<file path="src/owtc_pkg.sv">
// Shared types, codes and constants of the one-wire transaction controller.
// No dependencies; the engine, top level, checker and test import this package.
package owtc_pkg;

  localparam int BUFFER_BYTES_DEF = 16;
  localparam int ROM_BITS = 64;
  localparam logic [15:0] TIMEOUT_RESET = 16'd5000;
  localparam logic [7:0] CRC_POLY = 8'h31;
  localparam logic [6:0] FORK_NONE = 7'h7F;

  typedef enum logic [2:0] {
    OP_LOAD    = 3'd0,
    OP_XCHG    = 3'd1,
    OP_SEARCH  = 3'd2,
    OP_DONE    = 3'd3,
    OP_TICK    = 3'd4,
    OP_RD_RECV = 3'd5,
    OP_RD_ROM  = 3'd6
  } op_t;

  typedef enum logic [2:0] {
    PH_IDLE         = 3'd0,
    PH_RESET_END    = 3'd1,
    PH_XCHG_WRITE   = 3'd2,
    PH_XCHG_READ    = 3'd3,
    PH_SEARCH_WRITE = 3'd4,
    PH_SEARCH_ISSUE = 3'd5,
    PH_SEARCH_TRUE  = 3'd6,
    PH_SEARCH_COMP  = 3'd7
  } phase_t;

  typedef enum logic [1:0] {
    JOB_IDLE       = 2'd0,
    JOB_EXCHANGE   = 2'd1,
    JOB_ROM_SEARCH = 2'd2
  } job_t;

  localparam logic [2:0] CMD_NONE   = 3'd0;
  localparam logic [2:0] CMD_RESET  = 3'd1;
  localparam logic [2:0] CMD_WRITE  = 3'd2;
  localparam logic [2:0] CMD_PULLUP = 3'd3;
  localparam logic [2:0] CMD_READ   = 3'd4;

  localparam logic [2:0] ST_OK       = 3'd0;
  localparam logic [2:0] ST_CRC      = 3'd1;
  localparam logic [2:0] ST_NO_PRES  = 3'd2;
  localparam logic [2:0] ST_NO_DEV   = 3'd3;
  localparam logic [2:0] ST_TIMEOUT  = 3'd4;

  typedef struct packed {
    logic [2:0] opcode;
    logic [3:0] byte_index;
    logic [7:0] data;
    logic [4:0] send_length;
    logic [4:0] recv_length;
    logic [9:0] pullup_request_ms;
    logic       first_search;
    logic       bus_value;
  } in_item_t;

  typedef struct packed {
    logic [2:0] bus_cmd;
    logic       bus_bit;
    logic [9:0] drive_pullup_ms;
    logic [2:0] status;
    logic       busy_res;
    logic       all_found;
    logic [7:0] read_data;
    logic [7:0] crc_value;
  } out_item_t;

endpackage

</file>
<file path="src/owtc_if.sv">
// Valid/ready channel interfaces for the input and result words.
// Depends on nothing; widths follow the package field layout.
interface owtc_in_if;
  logic       valid;
  logic       ready;
  logic [2:0] opcode;
  logic [3:0] byte_index;
  logic [7:0] data;
  logic [4:0] send_length;
  logic [4:0] recv_length;
  logic [9:0] pullup_request_ms;
  logic       first_search;
  logic       bus_value;
  modport source (output valid, opcode, byte_index, data, send_length, recv_length,
                  pullup_request_ms, first_search, bus_value, input ready);
  modport sink (input valid, opcode, byte_index, data, send_length, recv_length,
                pullup_request_ms, first_search, bus_value, output ready);
endinterface

interface owtc_out_if;
  logic       valid;
  logic       ready;
  logic [2:0] bus_cmd;
  logic       bus_bit;
  logic [9:0] drive_pullup_ms;
  logic [2:0] status;
  logic       busy_res;
  logic       all_found;
  logic [7:0] read_data;
  logic [7:0] crc_value;
  modport source (output valid, bus_cmd, bus_bit, drive_pullup_ms, status, busy_res,
                  all_found, read_data, crc_value, input ready);
  modport sink (input valid, bus_cmd, bus_bit, drive_pullup_ms, status, busy_res,
                all_found, read_data, crc_value, output ready);
endinterface

</file>
<file path="src/owtc_ram.sv">
// Generic single-write, single-read RAM with a registered, enabled read port.
// No dependencies.
module owtc_ram #(
  parameter int WIDTH = 8,
  parameter int DEPTH = 16
) (
  input  logic                                     clk,
  input  logic                                     we,
  input  logic [(DEPTH > 1 ? $clog2(DEPTH) : 1)-1:0] waddr,
  input  logic [WIDTH-1:0]                         wdata,
  input  logic                                     re,
  input  logic [(DEPTH > 1 ? $clog2(DEPTH) : 1)-1:0] raddr,
  output logic [WIDTH-1:0]                         rdata
);

  logic [WIDTH-1:0] mem [DEPTH];

  always_ff @(posedge clk) begin
    if (we) begin
      mem[waddr] <= wdata;
    end
    if (re) begin
      rdata <= mem[raddr];
    end
  end

endmodule

</file>
<file path="src/owtc_engine.sv">
// Transaction engine: control state, search and CRC logic, buffer read/modify/write.
// Depends on owtc_pkg; its buffers live in owtc_ram instances in the top level.
module owtc_engine import owtc_pkg::*; #(
  parameter int BUFFER_BYTES = BUFFER_BYTES_DEF,
  localparam int AW = BUFFER_BYTES > 1 ? $clog2(BUFFER_BYTES) : 1,
  localparam int LW = $clog2(BUFFER_BYTES + 1)
) (
  input  logic            clk,
  input  logic            rst_n,
  input  logic            fire,
  input  in_item_t        item,
  input  logic [2:0]      next_opcode,
  input  logic [3:0]      next_index,
  input  logic [7:0]      send_q,
  input  logic [7:0]      recv_q,
  input  logic [15:0]     timeout_ms,
  output logic            send_we,
  output logic [AW-1:0]   send_waddr,
  output logic [7:0]      send_wdata,
  output logic [AW-1:0]   send_raddr,
  output logic            recv_we,
  output logic [AW-1:0]   recv_waddr,
  output logic [7:0]      recv_wdata,
  output logic [AW-1:0]   recv_raddr,
  output out_item_t       result
);

  logic [AW-1:0] idx_mod [16];

  for (genvar g = 0; g < 16; g++) begin : g_mod
    localparam int M = g % BUFFER_BYTES;
    assign idx_mod[g] = AW'(M);
  end

  phase_t      phase_r, phase_nxt;
  job_t        job_r, job_nxt;
  logic [LW-1:0] byte_pos_r, byte_pos_nxt;
  logic [2:0]  bit_pos_r, bit_pos_nxt;
  logic [63:0] rom_r, rom_nxt;
  logic [7:0]  crc_r, crc_nxt;
  logic [6:0]  search_pos_r, search_pos_nxt;
  logic [6:0]  this_fork_r, this_fork_nxt;
  logic [6:0]  last_fork_r, last_fork_nxt;
  logic        true_bit_r, true_bit_nxt;
  logic        found_r, found_nxt;
  logic [2:0]  status_r, status_nxt;
  logic [15:0] busy_ms_r, busy_ms_nxt;
  logic [LW-1:0] send_len_r, send_len_nxt;
  logic [LW-1:0] recv_len_r, recv_len_nxt;
  logic [9:0]  pullup_r, pullup_nxt;
  logic [7:0]  cmd_byte_r, cmd_byte_nxt;

  always_comb begin
    logic       go;
    logic       fb;
    logic       dir;
    logic [LW-1:0] slen;
    logic [LW-1:0] rlen;
    phase_nxt = phase_r;
    job_nxt = job_r;
    byte_pos_nxt = byte_pos_r;
    bit_pos_nxt = bit_pos_r;
    rom_nxt = rom_r;
    crc_nxt = crc_r;
    search_pos_nxt = search_pos_r;
    this_fork_nxt = this_fork_r;
    last_fork_nxt = last_fork_r;
    true_bit_nxt = true_bit_r;
    found_nxt = found_r;
    status_nxt = status_r;
    busy_ms_nxt = busy_ms_r;
    send_len_nxt = send_len_r;
    recv_len_nxt = recv_len_r;
    pullup_nxt = pullup_r;
    cmd_byte_nxt = cmd_byte_r;
    result = '0;
    send_we = 1'b0;
    send_waddr = idx_mod[item.byte_index];
    send_wdata = item.data;
    recv_we = 1'b0;
    recv_waddr = byte_pos_r[AW-1:0];
    recv_wdata = recv_q;
    go = 1'b0;
    fb = 1'b0;
    dir = 1'b0;
    slen = (LW'(item.send_length) > LW'(BUFFER_BYTES)) ? LW'(BUFFER_BYTES)
                                                       : LW'(item.send_length);
    rlen = (LW'(item.recv_length) > LW'(BUFFER_BYTES)) ? LW'(BUFFER_BYTES)
                                                       : LW'(item.recv_length);
    if (LW < 5) begin
      if (item.send_length > 5'(BUFFER_BYTES)) slen = LW'(BUFFER_BYTES);
      if (item.recv_length > 5'(BUFFER_BYTES)) rlen = LW'(BUFFER_BYTES);
    end
    if (fire) begin
      unique case (op_t'(item.opcode))
        OP_LOAD: begin
          send_we = 1'b1;
        end
        OP_XCHG: begin
          send_len_nxt = slen;
          recv_len_nxt = rlen;
          pullup_nxt = item.pullup_request_ms;
          job_nxt = JOB_EXCHANGE;
          phase_nxt = PH_RESET_END;
          busy_ms_nxt = '0;
          byte_pos_nxt = '0;
          bit_pos_nxt = '0;
          result.bus_cmd = CMD_RESET;
        end
        OP_SEARCH: begin
          if (item.first_search) begin
            found_nxt = 1'b0;
            last_fork_nxt = FORK_NONE;
            rom_nxt = '0;
          end
          this_fork_nxt = FORK_NONE;
          cmd_byte_nxt = item.data;
          send_len_nxt = LW'(1);
          recv_len_nxt = '0;
          pullup_nxt = '0;
          job_nxt = JOB_ROM_SEARCH;
          phase_nxt = PH_RESET_END;
          busy_ms_nxt = '0;
          byte_pos_nxt = '0;
          bit_pos_nxt = '0;
          result.bus_cmd = CMD_RESET;
        end
        OP_DONE: begin
          go = 1'b1;
          for (int k = 0; k < 3; k++) begin
            if (go) begin
              go = 1'b0;
              unique case (phase_nxt)
                PH_IDLE: begin
                end
                PH_RESET_END: begin
                  if (item.bus_value) begin
                    status_nxt = ST_NO_PRES;
                    phase_nxt = PH_IDLE;
                    busy_ms_nxt = '0;
                  end else begin
                    byte_pos_nxt = '0;
                    bit_pos_nxt = '0;
                    if (job_nxt == JOB_ROM_SEARCH) begin
                      phase_nxt = PH_SEARCH_WRITE;
                      go = 1'b1;
                    end else if (job_nxt == JOB_EXCHANGE) begin
                      phase_nxt = PH_XCHG_WRITE;
                      go = 1'b1;
                    end else begin
                      phase_nxt = PH_IDLE;
                      busy_ms_nxt = '0;
                    end
                  end
                end
                PH_XCHG_WRITE: begin
                  if (byte_pos_nxt < send_len_nxt) begin
                    result.bus_bit = send_q[bit_pos_nxt];
                    if (bit_pos_nxt == 3'd7) begin
                      bit_pos_nxt = '0;
                      byte_pos_nxt = byte_pos_nxt + LW'(1);
                    end else begin
                      bit_pos_nxt = bit_pos_nxt + 3'd1;
                    end
                    if (byte_pos_nxt < send_len_nxt) begin
                      result.bus_cmd = CMD_WRITE;
                    end else begin
                      result.bus_cmd = CMD_PULLUP;
                      result.drive_pullup_ms = pullup_nxt;
                    end
                  end else begin
                    byte_pos_nxt = '0;
                    bit_pos_nxt = '0;
                    if (recv_len_nxt != '0) begin
                      crc_nxt = '0;
                      result.bus_cmd = CMD_READ;
                      phase_nxt = PH_XCHG_READ;
                    end else begin
                      status_nxt = ST_OK;
                      phase_nxt = PH_IDLE;
                      busy_ms_nxt = '0;
                    end
                  end
                end
                PH_XCHG_READ: begin
                  fb = crc_nxt[7] ^ item.bus_value;
                  crc_nxt = {crc_nxt[6:0], 1'b0} ^ (fb ? CRC_POLY : 8'h00);
                  recv_we = 1'b1;
                  recv_waddr = byte_pos_nxt[AW-1:0];
                  recv_wdata[bit_pos_nxt] = item.bus_value;
                  if (bit_pos_nxt == 3'd7) begin
                    bit_pos_nxt = '0;
                    byte_pos_nxt = byte_pos_nxt + LW'(1);
                  end else begin
                    bit_pos_nxt = bit_pos_nxt + 3'd1;
                  end
                  if (byte_pos_nxt < recv_len_nxt) begin
                    result.bus_cmd = CMD_READ;
                  end else begin
                    status_nxt = (crc_nxt != 8'h00) ? ST_CRC : ST_OK;
                    phase_nxt = PH_IDLE;
                    busy_ms_nxt = '0;
                  end
                end
                PH_SEARCH_WRITE: begin
                  if (byte_pos_nxt == '0) begin
                    result.bus_bit = cmd_byte_nxt[bit_pos_nxt];
                    if (bit_pos_nxt == 3'd7) begin
                      bit_pos_nxt = '0;
                      byte_pos_nxt = byte_pos_nxt + LW'(1);
                    end else begin
                      bit_pos_nxt = bit_pos_nxt + 3'd1;
                    end
                    result.bus_cmd = CMD_WRITE;
                  end else begin
                    search_pos_nxt = '0;
                    phase_nxt = PH_SEARCH_ISSUE;
                    go = 1'b1;
                  end
                end
                PH_SEARCH_ISSUE: begin
                  result.bus_cmd = CMD_READ;
                  phase_nxt = PH_SEARCH_TRUE;
                end
                PH_SEARCH_TRUE: begin
                  true_bit_nxt = item.bus_value;
                  result.bus_cmd = CMD_READ;
                  phase_nxt = PH_SEARCH_COMP;
                end
                PH_SEARCH_COMP: begin
                  if (true_bit_nxt && item.bus_value) begin
                    status_nxt = ST_NO_DEV;
                    phase_nxt = PH_IDLE;
                    busy_ms_nxt = '0;
                  end else begin
                    if (true_bit_nxt) begin
                      dir = 1'b1;
                    end else if (item.bus_value) begin
                      dir = 1'b0;
                    end else begin
                      if (last_fork_nxt != FORK_NONE && search_pos_nxt < last_fork_nxt) begin
                        dir = rom_nxt[search_pos_nxt[5:0]];
                      end else if (last_fork_nxt != FORK_NONE &&
                                   search_pos_nxt == last_fork_nxt) begin
                        dir = 1'b1;
                      end else begin
                        dir = 1'b0;
                      end
                      if (!dir) this_fork_nxt = search_pos_nxt;
                    end
                    rom_nxt[search_pos_nxt[5:0]] = dir;
                    result.bus_cmd = CMD_WRITE;
                    result.bus_bit = dir;
                    search_pos_nxt = search_pos_nxt + 7'd1;
                    if (search_pos_nxt < 7'(ROM_BITS)) begin
                      phase_nxt = PH_SEARCH_ISSUE;
                    end else begin
                      if (this_fork_nxt == FORK_NONE) found_nxt = 1'b1;
                      last_fork_nxt = this_fork_nxt;
                      status_nxt = ST_OK;
                      phase_nxt = PH_IDLE;
                      busy_ms_nxt = '0;
                    end
                  end
                end
                default: begin
                end
              endcase
            end
          end
        end
        OP_TICK: begin
          if (phase_r == PH_IDLE) begin
            busy_ms_nxt = '0;
          end else begin
            if (busy_ms_r != 16'hFFFF) busy_ms_nxt = busy_ms_r + 16'd1;
            if (busy_ms_nxt > timeout_ms) begin
              phase_nxt = PH_IDLE;
              busy_ms_nxt = '0;
              job_nxt = JOB_IDLE;
              status_nxt = ST_TIMEOUT;
            end
          end
        end
        OP_RD_RECV: begin
          result.read_data = recv_q;
        end
        OP_RD_ROM: begin
          result.read_data = rom_r[{item.byte_index[2:0], 3'b000} +: 8];
        end
        default: begin
        end
      endcase
    end
    result.status = status_nxt;
    result.busy_res = (phase_nxt != PH_IDLE);
    result.all_found = found_nxt;
    result.crc_value = crc_nxt;
  end

  assign send_raddr = (phase_nxt == PH_RESET_END) ? '0 : byte_pos_nxt[AW-1:0];
  assign recv_raddr = (op_t'(next_opcode) == OP_RD_RECV) ? idx_mod[next_index]
                                                         : byte_pos_nxt[AW-1:0];

  always_ff @(posedge clk) begin
    if (!rst_n) begin
      phase_r <= PH_IDLE;
      job_r <= JOB_IDLE;
      byte_pos_r <= '0;
      bit_pos_r <= '0;
      rom_r <= '0;
      crc_r <= '0;
      search_pos_r <= '0;
      this_fork_r <= FORK_NONE;
      last_fork_r <= FORK_NONE;
      true_bit_r <= 1'b0;
      found_r <= 1'b0;
      status_r <= ST_OK;
      busy_ms_r <= '0;
      send_len_r <= '0;
      recv_len_r <= '0;
      pullup_r <= '0;
      cmd_byte_r <= '0;
    end else begin
      phase_r <= phase_nxt;
      job_r <= job_nxt;
      byte_pos_r <= byte_pos_nxt;
      bit_pos_r <= bit_pos_nxt;
      rom_r <= rom_nxt;
      crc_r <= crc_nxt;
      search_pos_r <= search_pos_nxt;
      this_fork_r <= this_fork_nxt;
      last_fork_r <= last_fork_nxt;
      true_bit_r <= true_bit_nxt;
      found_r <= found_nxt;
      status_r <= status_nxt;
      busy_ms_r <= busy_ms_nxt;
      send_len_r <= send_len_nxt;
      recv_len_r <= recv_len_nxt;
      pullup_r <= pullup_nxt;
      cmd_byte_r <= cmd_byte_nxt;
    end
  end

endmodule

</file>
<file path="src/one_wire_transaction_controller.sv">
// Top level of the one-wire transaction controller: input stage, buffers, output register.
// Depends on owtc_pkg, owtc_if, owtc_ram and owtc_engine.
//
// Each input word (load, start exchange, start search, bus done, ms tick, reads)
// gives exactly one result word on out_ch, in order. A word accepted into the input
// stage has its buffer read launched as it is taken; the engine acts on it as it
// leaves the input stage, and its result is registered in the output register that
// drives out_ch.valid. While out_ch.ready stays high, one word a cycle is taken
// without a break, since the buffer read address is formed from the engine's next
// state and a write to the same entry in that cycle is forwarded to the reader.
// Configuration: cfg_we with cfg_wdata sets the busy timeout in milliseconds
// (5000 after reset); write it only while the block is idle.
// Reset (rst_n low at a clock edge) empties the pipeline and returns the
// engine to idle; the send and receive buffers keep their contents and are
// undefined until loaded. When out_ch.ready stays low, the result waits in the
// output register, one more word waits in the input stage, and in_ch.ready then
// drops until the receiver takes the waiting result.
module one_wire_transaction_controller import owtc_pkg::*; #(
  parameter int BUFFER_BYTES = BUFFER_BYTES_DEF
) (
  input  logic        clk,
  input  logic        rst_n,
  input  logic        cfg_we,
  input  logic [15:0] cfg_wdata,
  owtc_in_if.sink     in_ch,
  owtc_out_if.source  out_ch
);

  localparam int AW = BUFFER_BYTES > 1 ? $clog2(BUFFER_BYTES) : 1;

  logic        v1_r, v1_nxt;
  in_item_t    item_r;
  in_item_t    in_item;
  logic        vo_r, vo_nxt;
  out_item_t   res_r;
  out_item_t   result;
  logic [15:0] timeout_r;
  logic        s2_fire;
  logic        in_acc;

  logic          send_we, recv_we;
  logic [AW-1:0] send_waddr, send_raddr, recv_waddr, recv_raddr;
  logic [7:0]    send_wdata, recv_wdata, send_rdata, recv_rdata;
  logic          sfwd_r, rfwd_r;
  logic [7:0]    sfwd_data_r, rfwd_data_r;
  logic [7:0]    send_q, recv_q;

  assign in_item = '{opcode: in_ch.opcode, byte_index: in_ch.byte_index, data: in_ch.data,
                     send_length: in_ch.send_length, recv_length: in_ch.recv_length,
                     pullup_request_ms: in_ch.pullup_request_ms,
                     first_search: in_ch.first_search, bus_value: in_ch.bus_value};

  assign s2_fire = v1_r && (!vo_r || out_ch.ready);
  assign in_ch.ready = !v1_r || s2_fire;
  assign in_acc = in_ch.valid && in_ch.ready;
  assign v1_nxt = in_acc ? 1'b1 : (s2_fire ? 1'b0 : v1_r);
  assign vo_nxt = s2_fire ? 1'b1 : (out_ch.ready ? 1'b0 : vo_r);

  assign send_q = sfwd_r ? sfwd_data_r : send_rdata;
  assign recv_q = rfwd_r ? rfwd_data_r : recv_rdata;

  owtc_ram #(.WIDTH(8), .DEPTH(BUFFER_BYTES)) u_send_ram (
    .clk(clk), .we(send_we), .waddr(send_waddr), .wdata(send_wdata),
    .re(in_acc), .raddr(send_raddr), .rdata(send_rdata)
  );

  owtc_ram #(.WIDTH(8), .DEPTH(BUFFER_BYTES)) u_recv_ram (
    .clk(clk), .we(recv_we), .waddr(recv_waddr), .wdata(recv_wdata),
    .re(in_acc), .raddr(recv_raddr), .rdata(recv_rdata)
  );

  owtc_engine #(.BUFFER_BYTES(BUFFER_BYTES)) u_engine (
    .clk(clk), .rst_n(rst_n), .fire(s2_fire), .item(item_r),
    .next_opcode(in_ch.opcode), .next_index(in_ch.byte_index),
    .send_q(send_q), .recv_q(recv_q), .timeout_ms(timeout_r),
    .send_we(send_we), .send_waddr(send_waddr), .send_wdata(send_wdata),
    .send_raddr(send_raddr),
    .recv_we(recv_we), .recv_waddr(recv_waddr), .recv_wdata(recv_wdata),
    .recv_raddr(recv_raddr), .result(result)
  );

  always_ff @(posedge clk) begin
    if (!rst_n) begin
      v1_r <= 1'b0;
      vo_r <= 1'b0;
      timeout_r <= TIMEOUT_RESET;
    end else begin
      v1_r <= v1_nxt;
      vo_r <= vo_nxt;
      if (cfg_we) timeout_r <= cfg_wdata;
    end
  end

  always_ff @(posedge clk) begin
    if (in_acc) begin
      item_r <= in_item;
      sfwd_r <= send_we && (send_waddr == send_raddr);
      sfwd_data_r <= send_wdata;
      rfwd_r <= recv_we && (recv_waddr == recv_raddr);
      rfwd_data_r <= recv_wdata;
    end
    if (s2_fire) begin
      res_r <= result;
    end
  end

  assign out_ch.valid = vo_r;
  assign out_ch.bus_cmd = res_r.bus_cmd;
  assign out_ch.bus_bit = res_r.bus_bit;
  assign out_ch.drive_pullup_ms = res_r.drive_pullup_ms;
  assign out_ch.status = res_r.status;
  assign out_ch.busy_res = res_r.busy_res;
  assign out_ch.all_found = res_r.all_found;
  assign out_ch.read_data = res_r.read_data;
  assign out_ch.crc_value = res_r.crc_value;

endmodule

</file>
<file path="src/flat_wrapper.sv">
// flat-port wrapper written by rule: the top's interface ports become plain ports
module one_wire_transaction_controller_flat import owtc_pkg::*;
#(
  parameter int BUFFER_BYTES = BUFFER_BYTES_DEF
)
  (clk, rst_n, cfg_we, cfg_wdata, in_ch_valid, in_ch_opcode, in_ch_byte_index, in_ch_data, in_ch_send_length, in_ch_recv_length, in_ch_pullup_request_ms, in_ch_first_search, in_ch_bus_value, in_ch_ready, out_ch_valid, out_ch_bus_cmd, out_ch_bus_bit, out_ch_drive_pullup_ms, out_ch_status, out_ch_busy_res, out_ch_all_found, out_ch_read_data, out_ch_crc_value, out_ch_ready);
  owtc_in_if in_ch_i ();
  owtc_out_if out_ch_i ();
  input  logic clk;
  input  logic rst_n;
  input  logic cfg_we;
  input  logic [15:0] cfg_wdata;
  input wire logic [$bits(in_ch_i.valid)-1:0] in_ch_valid;
  input wire logic [$bits(in_ch_i.opcode)-1:0] in_ch_opcode;
  input wire logic [$bits(in_ch_i.byte_index)-1:0] in_ch_byte_index;
  input wire logic [$bits(in_ch_i.data)-1:0] in_ch_data;
  input wire logic [$bits(in_ch_i.send_length)-1:0] in_ch_send_length;
  input wire logic [$bits(in_ch_i.recv_length)-1:0] in_ch_recv_length;
  input wire logic [$bits(in_ch_i.pullup_request_ms)-1:0] in_ch_pullup_request_ms;
  input wire logic [$bits(in_ch_i.first_search)-1:0] in_ch_first_search;
  input wire logic [$bits(in_ch_i.bus_value)-1:0] in_ch_bus_value;
  output wire logic [$bits(in_ch_i.ready)-1:0] in_ch_ready;
  output wire logic [$bits(out_ch_i.valid)-1:0] out_ch_valid;
  output wire logic [$bits(out_ch_i.bus_cmd)-1:0] out_ch_bus_cmd;
  output wire logic [$bits(out_ch_i.bus_bit)-1:0] out_ch_bus_bit;
  output wire logic [$bits(out_ch_i.drive_pullup_ms)-1:0] out_ch_drive_pullup_ms;
  output wire logic [$bits(out_ch_i.status)-1:0] out_ch_status;
  output wire logic [$bits(out_ch_i.busy_res)-1:0] out_ch_busy_res;
  output wire logic [$bits(out_ch_i.all_found)-1:0] out_ch_all_found;
  output wire logic [$bits(out_ch_i.read_data)-1:0] out_ch_read_data;
  output wire logic [$bits(out_ch_i.crc_value)-1:0] out_ch_crc_value;
  input wire logic [$bits(out_ch_i.ready)-1:0] out_ch_ready;
  assign in_ch_i.valid = in_ch_valid;
  assign in_ch_i.opcode = in_ch_opcode;
  assign in_ch_i.byte_index = in_ch_byte_index;
  assign in_ch_i.data = in_ch_data;
  assign in_ch_i.send_length = in_ch_send_length;
  assign in_ch_i.recv_length = in_ch_recv_length;
  assign in_ch_i.pullup_request_ms = in_ch_pullup_request_ms;
  assign in_ch_i.first_search = in_ch_first_search;
  assign in_ch_i.bus_value = in_ch_bus_value;
  assign in_ch_ready = in_ch_i.ready;
  assign out_ch_valid = out_ch_i.valid;
  assign out_ch_bus_cmd = out_ch_i.bus_cmd;
  assign out_ch_bus_bit = out_ch_i.bus_bit;
  assign out_ch_drive_pullup_ms = out_ch_i.drive_pullup_ms;
  assign out_ch_status = out_ch_i.status;
  assign out_ch_busy_res = out_ch_i.busy_res;
  assign out_ch_all_found = out_ch_i.all_found;
  assign out_ch_read_data = out_ch_i.read_data;
  assign out_ch_crc_value = out_ch_i.crc_value;
  assign out_ch_i.ready = out_ch_ready;
  one_wire_transaction_controller #(.BUFFER_BYTES(BUFFER_BYTES)) u_core (.clk(clk), .rst_n(rst_n), .cfg_we(cfg_we), .cfg_wdata(cfg_wdata), .in_ch(in_ch_i), .out_ch(out_ch_i));
endmodule
</file>
<file path="config.mk">
export PLATFORM = sky130hd
export DESIGN_NAME = one_wire_transaction_controller_flat
export DESIGN_NICKNAME = d
export VERILOG_FILES = /design/src/owtc_pkg.sv /design/src/owtc_if.sv /design/src/owtc_ram.sv /design/src/owtc_engine.sv /design/src/one_wire_transaction_controller.sv /design/src/flat_wrapper.sv
export SDC_FILE = /design/constraint.sdc
export NUM_CORES = 1
export LEC_CHECK = 0
export BUFFER_PORTS_ARGS = -buffer_cell sky130_fd_sc_hd__buf_2
export CORE_ASPECT_RATIO = 2
export CORE_MARGIN = 2
export CORE_UTILIZATION = 65
export CTS_CLUSTER_DIAMETER = 30
export DETAILED_ROUTE_END_ITERATION = 6
export GPL_TIMING_DRIVEN = 0
export PLACE_DENSITY_LB_ADDON = 0.15
export SYNTH_ARGS = -nofsm -noshare
export SYNTH_HDL_FRONTEND = slang
export SYNTH_SLANG_ARGS = --single-unit
</file>
<file path="constraint.sdc">
create_clock -name clk -period 11.5 [get_ports clk]
set_clock_uncertainty 0.15 [all_clocks]
set_input_delay 0 -clock clk [delete_from_list [all_inputs] [get_ports clk]]
set_output_delay 0 -clock clk [all_outputs]
set_load 0.02 [all_outputs]
</file>
# == Yosys cells after proc, flatten, opt, wreduce, memory -nomap -nowiden ==
# Memories as Yosys holds them, arrays and structs flattened. A register that Yosys moved wholly into a read port is not among the register bits.
# Index checks and enable logic that the tools add are counted.
# classes
addsub,10
n_bitwise,8
order_cmp,32
reduce_logical,52
n_eq_ne,49
mux,481
n_shift,1
# op_table
cell,n
$mux W64,13
$mux W16,32
$mux W7,59
$mux W3,78
$mux W5,45
$mux W8,27
$bwmux W64,3
$pmux W16 S4,3
$pmux W64 S2,1
$mux W1,119
$mux W4,21
$pmux W3 S4,6
$pmux W7 S2,5
$pmux W8 S2,4
$shiftx A64 B7 Y8,1
$pmux W3 S7,3
$mux W10,6
$pmux W5 S4,3
$eq A3 B3 Y1 const B,19
$mux W14,4
$mux W11,5
$pmux W16 S3,1
$lt A5 B5 Y1,9
$pmux W3 S5,3
other kinds (54),163
# totals
ff_bits,263
rom_bits,128
output_inout_bits,37
in_bits,58
ramBits,256
wordCells,678
mem_count,4
# mem_list
memory,depth,word_bits,rd,rd_ports_with_merged_regs,write_ports,line,text
u_core.u_recv_ram.mem,16,8,1,1,1,owtc_ram.sv:16,logic [WIDTH-1:0] mem [DEPTH];
u_core.u_send_ram.mem,16,8,1,1,1,owtc_ram.sv:16,
(no name shown),16,4,1,0,0,owtc_engine.sv:302,assign recv_raddr = (op_t'(next_opcode) == OP_RD_RECV) ? idx_mod[next_index]
(no name shown),16,4,1,0,0,owtc_engine.sv:78,send_waddr = idx_mod[item.byte_index];

# == Depth between registers and ports, before layout ==
# Gate-level depths: netlist (run 1).
# depth
word_depth,74
ltp_mapped,27
depth_no_buf,23

# == Modules after synthesis ==
# A second synthesis (run 1) with hierarchy kept.
# unflattened
hier_cells,2067
area_unflattened_um2,25612.1
# by_module_without_submodules
mod,cells_each,n_inst,area_per_inst_um2,seq_area_each_um2
owtc_engine,1426,1,11469.8,3103.0
owtc_ram,229,2,5227.5,4083.9
one_wire_transaction_controller,183,1,3687.3,3062.9

# == Worst setup path after synthesis (run 1) ==
# OpenSTA, ideal clock, no wires.
# synth_timing
path_kind,reg-to-reg
from,reg u_core.u_engine.busy_ms_r[4]
to,reg u_core.u_send_ram.rdata[5] (read register of u_core.u_send_ram.mem) (data pin)
n_path_buf,4
path_stages_with_launch,28
setup_slack_ps,6343
synth_period_minus_slack_ps,5157
setup_time_ps,260
required_time_ps,11090
arrival_ps,4747
cell_sequence,dfxtp_1 > and3_1 > nand3_1 > nor2_1 > and3_1 > nand3_1 > or2_2 > clkbuf_1 > and4_1 > clkbuf_1 > nand2_1 > nor2_1 > xor2_1 > ha_1 > nand2_1 > nor3_1 > nand3_1 > a221oi_1 > o31ai_1 > or2_2 > a221oi_1 > nand2_1 > or2_1 > buf_4 > clkbuf_1 > o21ai_0 > a2bb2oi_1 > o2bb2ai_1
# synth_via
elab_chain_len,12
word_cells_on_any_way,13
classes_between,add/sub (1); order compare (1); eq/ne (2); mux (9)
# synth_lines
element,line,text
from (decl),owtc_engine.sv:47,"logic [15:0] busy_ms_r, busy_ms_nxt;"
from (signal assigned),owtc_engine.sv:337,busy_ms_r <= busy_ms_nxt;
$add A16 B1 Y16 / $ne A16 B16 Y1 (equally long branches),owtc_engine.sv:276,if (busy_ms_r != 16'hFFFF) busy_ms_nxt = busy_ms_r + 16'd1;
$mux W16 *,owtc_engine.sv:276,
$mux W16 *,owtc_engine.sv:273,if (phase_r == PH_IDLE) begin
$mux W16 *,owtc_engine.sv:95,unique case (op_t'(item.opcode))
$mux W16 *,owtc_engine.sv:94,if (fire) begin
$gt A16 B16 Y1 *,owtc_engine.sv:277,if (busy_ms_nxt > timeout_ms) begin
$mux W3 *,owtc_engine.sv:277,
$mux W3 *,owtc_engine.sv:273,
$pmux W3 S3 *,owtc_engine.sv:95,
$mux W3 *,owtc_engine.sv:94,
$eq A3 B1 Y1 *,owtc_engine.sv:301,assign send_raddr = (phase_nxt == PH_RESET_END) ? '0 : byte_pos_nxt[AW-1:0];
$mux W4 *,owtc_engine.sv:301,
to (decl),owtc_ram.sv:13,output logic [WIDTH-1:0] rdata
# Every way passes the cells marked *; elsewhere a longest branch is shown, timed or not. The select of a mux whose other input is x is not followed.
# A chain may end at the register's enable or synchronous reset.

# == Final worst setup path (run 1) ==
# Same ends and word-level chain as after synthesis.

==> flow_summary.ini, run 1 <==
[global_routing]
met2_usage_pct = 59.3
gr-usage-met1_pct = 47.4
overflow = 0
grt_max_degree = 64
grt.busiest_layer = met2
grt_pass1_wl_um = 115000
grt_use_met3_pct = 5.84
grt.total_usage_pct = 37.1
grt_pass1_vias = 20200
antenna_found_initial = 0

[layout]
drive_above_1_share_pct = 14.4
fin_area_sq_um = 30200
syn2layout_area_growth_pct = 17.7
num_antenna_cells = 0
nNetsFinal = 2729
fillers = 2569

[power]
p_total_mw = 4.43
leakagePower_nw = 11.1
worst_ir_drop_vdd_v = 0.000201
power.density_nw_per_um2 = 147

[logic_synthesis]
yosysTopAreaCellShare_pct = 42.4
synth_area_leaders = edfxtp_1 (42%), dfxtp_1 (13%), nand2_1 (4.7%), a21oi_1 (4.4%), mux2i_1 (3.7%)
avgSynthCellArea_sq_um = 10.9
synth_top_cell_by_area = edfxtp_1
synth_cell_types = 92
synth.most_common_cell = edfxtp_1
ys_seq_elements = 535
synth-main-ff-cell = edfxtp_1
synth_warnings = 0
synth-seq-area-share_pct = 55.8
synth_area_sq_um = 25700
syn_nets = 2458
syn_inst = 2345
ys_async_sr_fraction_pct = 0
synth_edf_count = 362
synth_common_cells = edfxtp_1 (362), nand2_1 (323), a21oi_1 (227), dfxtp_1 (173), nor2_1 (149)

[placement]
portBuffers = 94
gp_congestion = 0.971
dpl_cell_area_sq_um = 26900
hpwl_um = 50800

[routing]
wl_um = 76300
wl_per_cell_um = 23.9
drcViolationCount = 0
drt_pass1_iterations = 6
ant_nets = 0
vias_per_cell = 6.44
drt_iter0_markers = 2530
vias = 20600

[clock_tree]
tritoncts = done
clock-sinks = 535
postCtsHoldBufs = 103
cts_root_buffer = clkbuf_16
post_cts_buffers = 0
clock_latency_ns = 0.62
cts_max_path_buffers = 3
cts_buffers = 68
htreeDepth = 3
ctsResizeCount = 0
clk_pin_slew_ns = 0.06

[setup_path]
rrSetupSlack_ns = 4.77
required_ns = 11.82
setup.worst_path.end_class = flop
setup.worst_path.start_class = flop
worstSetupPathType = flop to flop
path_max_fanout = 10
crit_arrival_ns = 7.05

[worst_hold_path]
min_path_type = input pin to flop

[timing]
rsz0062_at_grt = no
hold_ws_ns = -0.00285
fmaxAchievable_mhz = 149
finalSetupViolations = 0
slew_viol_final = 0
final.setup.tns_ns = 0
finalCritPeriodShare_pct = 58.5
hold_viol_final = 2
fin_crit_ns = 6.73
max_slew.worst_pin.slew_ns = 1.34
slew_headroom_pct = 10.2

[die]
core_sq_um = 39200
num_rows = 103
die_y_um = 285
num_io_pins = 95
die-area_sq_um = 41200
initial_core_util_pct = 65.5
die_w_um = 145

[flow_run]
maxCapViolCount = 0

[status]
status = finished with violations
violations = hold timing
## final timing paths
check / startpoint / to / cells past startpoint
max: u_core.u_engine.busy_ms_r[4] / u_core.u_send_ram.rdata[5] / 27
min: in_ch_opcode[1] / u_core.item_r[35] / 2
max reg2reg: u_core.u_engine.busy_ms_r[4] / u_core.u_send_ram.rdata[5] / 27
min reg2reg: u_core.u_engine.pullup_r[9] / u_core.u_engine.pullup_r[9] / 2
## cell usage in the layout (no fill, tap or decap), drive strengths merged, types with 16 or more instances in the layout
master | synthesis | final
nand2b | 20 | 20
o21ai | 154 | 154
dfxtp | 173 | 173
ha | 55 | 55
buf | 49 | 147
nand3 | 60 | 60
nor2b | 16 | 16
mux4 | 39 | 39
xnor2 | 23 | 23
mux2i | 97 | 97
and2 | 31 | 31
a22oi | 24 | 24
a21oi | 239 | 239
inv | 58 | 72
nand2 | 325 | 325
a211oi | 25 | 25
clkbuf | 104 | 180
mux2 | 45 | 45
and3 | 27 | 27
edfxtp | 362 | 362
clkinv | 2 | 31
o211ai | 17 | 17
o22ai | 29 | 29
dlygate4sd3 | 0 | 103
nor3 | 29 | 29
nor2 | 150 | 150
## area by class of cell
class | instances | area [sq um] | share of cell area, %
Clock inverter | 50 | 508 | 1.68
Timing Repair Buffer | 201 | 1580 | 5.22
Tap cell | 525 | 657 | 2.17
Multi-Input combinational cell | 1597 | 10500 | 34.7
Buffer | 153 | 674 | 2.23
Sequential cell | 535 | 14300 | 47.5
Clock buffer | 76 | 1760 | 5.83
Inverter | 60 | 225 | 0.746
## cells by family after synthesis
family | count (synthesis) | share of synthesized area [%]
XOR/XNOR | 32 | 1.09
AO/OA/AOI/OAI | 612 | 14.8
adder cells (fa/ha/maj) | 55 | 2.68
multiplexers | 181 | 9.23
buffers and inverters | 213 | 3.50
flip-flops | 535 | 55.8
AND/OR/NAND/NOR | 717 | 12.9
## critical path, cell delays in order (launching register included)
cell and delay, ns:
dfxtp_1 0.46, and3_1 0.23, nand3_1 0.12, nor2_1 0.19, and3_1 0.24, nand3_1 0.14
or2_2 0.29, clkbuf_1 0.24, and4_1 0.28, clkbuf_1 0.18, nand2_1 0.11, nor2_1 0.06
xor2_1 0.22, ha_1 0.30, a21o_1 0.17, a21o_1 0.19, a211oi_1 0.26, nor2_1 0.10
o31ai_1 0.66, or2_2 0.27, a221oi_1 0.12, nand2_1 0.33, or2_1 0.16, buf_4 0.17
clkbuf_1 0.33, o21ai_0 0.15, a2bb2oi_1 0.29, o2bb2ai_1 0.16
## per-layer routing
layer / up-vias / part of all wire [%]
met5: - / 0
met2: 1246 / 48
met1: 9823 / 37
met4: 0 / 6.5
li1: 9221 / -
met3: 304 / 8.4
## report_power, final
part	switching (mW)	total, mW	internal, mW	leakage, nW
registers	0.0222	2.11	2.09	4.74
logic	0.131	0.210	0.0787	5.21
clock network	0.902	2.11	1.21	1.11
total	1.06	4.43	3.38	11.1
## through the flow
stage / util, % / worst slack [ns] / instances / hold slack (ns)
after floorplan: - / 6.34 / 2345 / -0.0511
after global placement: 68.4 / 5.13 / 2964 / 0.0278
after detailed placement: 68.7 / 5.12 / 2968 / 0.0281
after CTS: 77.1 / 5.06 / 3197 / 0.000765
after global routing: 77.1 / 4.37 / 3197 / 0.0169
final: 77.1 / 4.77 / 3197 / -0.00285
## flip-flops by register name, indices dropped and copies added, names as in the netlist, 7 cells and up
signal                         count
u_core.u_engine.crc_r              8
u_core.rfwd_data_r                 8
u_core.sfwd_data_r                 8
u_core.u_engine.search_pos_r       7
u_core.out_ch.read_data            8
u_core.u_engine.cmd_byte_r         8
u_core.item_r                     37
u_core.u_send_ram.rdata            8
u_core.u_engine.this_fork_r        7
u_core.out_ch.drive_pullup_ms     10
u_core.timeout_r                  16
u_core.u_recv_ram.rdata            8
u_core.u_recv_ram.mem            128
u_core.u_engine.busy_ms_r         16
u_core.u_engine.rom_r             64
u_core.u_send_ram.mem            128
u_core.u_engine.pullup_r          10
u_core.out_ch.crc_value            8
u_core.u_engine.last_fork_r        7
Note: power is estimated with default switching activity, not from simulation.
==> run 2, diff against run 1 <==
Settings changed: CORE_UTILIZATION 65 to 56.
Clock period 11.5 ns to 5.73 ns, I/O delays scaled along.
==> flow_summary.ini, run 2 (synthesized netlist as in run 1, its figures left out) <==
[global_routing]
grt_max_degree = 54
grt.total_usage_pct = 30.9
overflow = 0
grt_pass1_wl_um = 113000
grt_pass1_vias = 19600
antenna_found_initial = 1

[die]
die-area_sq_um = 47700
initial_core_util_pct = 56.3
core_sq_um = 45600
die_w_um = 155
num_rows = 111
num_io_pins = 95
die_y_um = 307

[timing]
hold_ws_ns = 0.0237
hold_viol_final = 0
fin_crit_ns = 5.55
max_slew.worst_pin.slew_ns = 1.55
finalCritPeriodShare_pct = 96.8
fmaxAchievable_mhz = 180
slew_viol_final = 8
slew_headroom_pct = -4.04
finalSetupViolations = 0

[layout]
final_cell_mix = edfxtp_1 (362), nand2_1 (320), a21oi_1 (223)
top_regs = u_core.u_recv_ram.mem (128), u_core.u_send_ram.mem (128), u_core.u_engine.rom_r (64)
fillers = 3484
drive_above_1_share_pct = 16.3
syn2layout_area_growth_pct = 19.3
regArea_sq_um = 14300
final_common_cell = edfxtp_1
final_cells = 3246
nNetsFinal = 2738
multiInputGateArea_sq_um = 10700

[power]
p_total_mw = 9.08
leakagePower_nw = 11.2
worst_ir_drop_vdd_v = 0.000319
power.density_nw_per_um2 = 296

[setup_path]
max_stage_delay_ns = 0.39
setup.worst_path.end_class = flop
setup.worst_path.start_class = flop
crit_arrival_ns = 5.80
startpoint = u_core.u_engine.busy_ms_r[4]
crit_path_top_delay_cell = dfxtp_2
rrSetupSlack_ns = 0.18
worstSetupPathType = flop to flop
r2r_start = u_core.u_engine.busy_ms_r[4]
r2r-end = u_core.u_send_ram.rdata[2]
crit_top_cell = nand3_1
endpoint = u_core.u_send_ram.rdata[2]
path_max_fanout = 10
required_ns = 5.98
reg2reg_depth = 25

[status]
violations = DRC, capacitance limit, slew limit
status = finished with violations

[routing]
wl_um = 74700
vias_per_cell = 6.18
wl_per_cell_um = 23.0
drt_iter0_markers = 1878
vias = 20100
ant_nets = 0
drcViolationCount = 1
drt_pass1_iterations = 7

[clock_tree]
cts_root_buffer = clkbuf_16
cts_max_path_buffers = 3
clock-sinks = 535
cts_buffers = 70
tritoncts = done
htreeDepth = 3
clk_pin_slew_ns = 0.06
clock_latency_ns = 0.60

[placement]
gp_congestion = 0.966
hpwl_um = 50400
portBuffers = 94
placed_cells = 3007

[flow_run]
maxCapViolCount = 1

[worst_hold_path]
min_path_type = input pin to flop
-- run 2: layer usage --
layer	GRT usage (%)	wire length [um]	part of all wire [%]	up-vias
li1	-	-	-	9228
met1	38.9	29100	39	9643
met2	52.3	36900	49	944
met3	4.43	4980	6.7	236
met4	15.0	3760	5.0	0
met5	0	0	0	-
-- run 2: how the worst min path moves through the flow --
| stage | startpoint | end | slack, ns | cells past startpoint |
|---|---|---|---|---|
| 6_report | in_ch_first_search | u_core.item_r[1] | 0.02 | 2 |
| 5_1_grt | in_ch_opcode[0] | u_core.item_r[34] | 0.02 | 2 |
| 4_1_cts | in_ch_first_search | u_core.item_r[1] | 0.0004 | 2 |
| 3_5_place_dp | in_ch_recv_length[0] | u_core.item_r[12] | 0.03 | 1 |
| 3_3_place_gp | in_ch_data[0] | u_core.item_r[22] | 0.03 | 1 |
| 2_1_floorplan | in_ch_bus_value | u_core.item_r[0] | -0.05 | 0 |
-- run 2: power by group --
part | internal (mW) | switching [mW]
registers | 4.19 | 0.0434
clock network | 2.65 | 1.77
logic | 0.160 | 0.265
-- run 2: what timing repair did --
action                     in CTS  in global routing
resized for setup              15                 43
setup endpoints to repair      28                 27
hold buffers                  105                  0
hold endpoints to repair      127                  0
pin swaps                       0                  6
buffers inserted                1                  8
-- run 2: critical path: cells and delay by family (launching register included) --
family          cells  cell delay (ns)
compound gates      5             1.17
xor+xnor            1             0.16
fa+ha+maj           1             0.31
buf+inv             2             0.32
flops               1             0.39
simple gates       16             2.81
-- run 2: final cells by class --
| cell class | instances | share of cell area (%) |
|---|---|---|
| tap | 565 | 2.31 |
| clock inverter | 47 | 1.68 |
| inverter | 60 | 0.740 |
| sequential | 535 | 46.8 |
| buffer | 150 | 2.26 |
| multi-input combinational | 1597 | 34.8 |
| clock buffer | 80 | 6.05 |
| timing repair buffer | 211 | 5.35 |
| antenna | 1 | 0.00817 |
-- run 2: metrics by stage --
| stage | instance area (sq um) | TNS, ns | setup WS [ns] | util (%) |
|---|---|---|---|---|
| 2_1_floorplan | 25700 | 0 | 0.573 | - |
| 3_3_place_gp | 26800 | -37.40 | -0.690 | 58.9 |
| 3_5_place_dp | 26900 | -9.53 | -0.697 | 59.1 |
| 4_1_cts | 30400 | 0 | 0.0275 | 66.8 |
| 5_1_grt | 30600 | -0.0455 | -0.0248 | 67.2 |
| 6_report | 30600 | 0 | 0.181 | 67.2 |
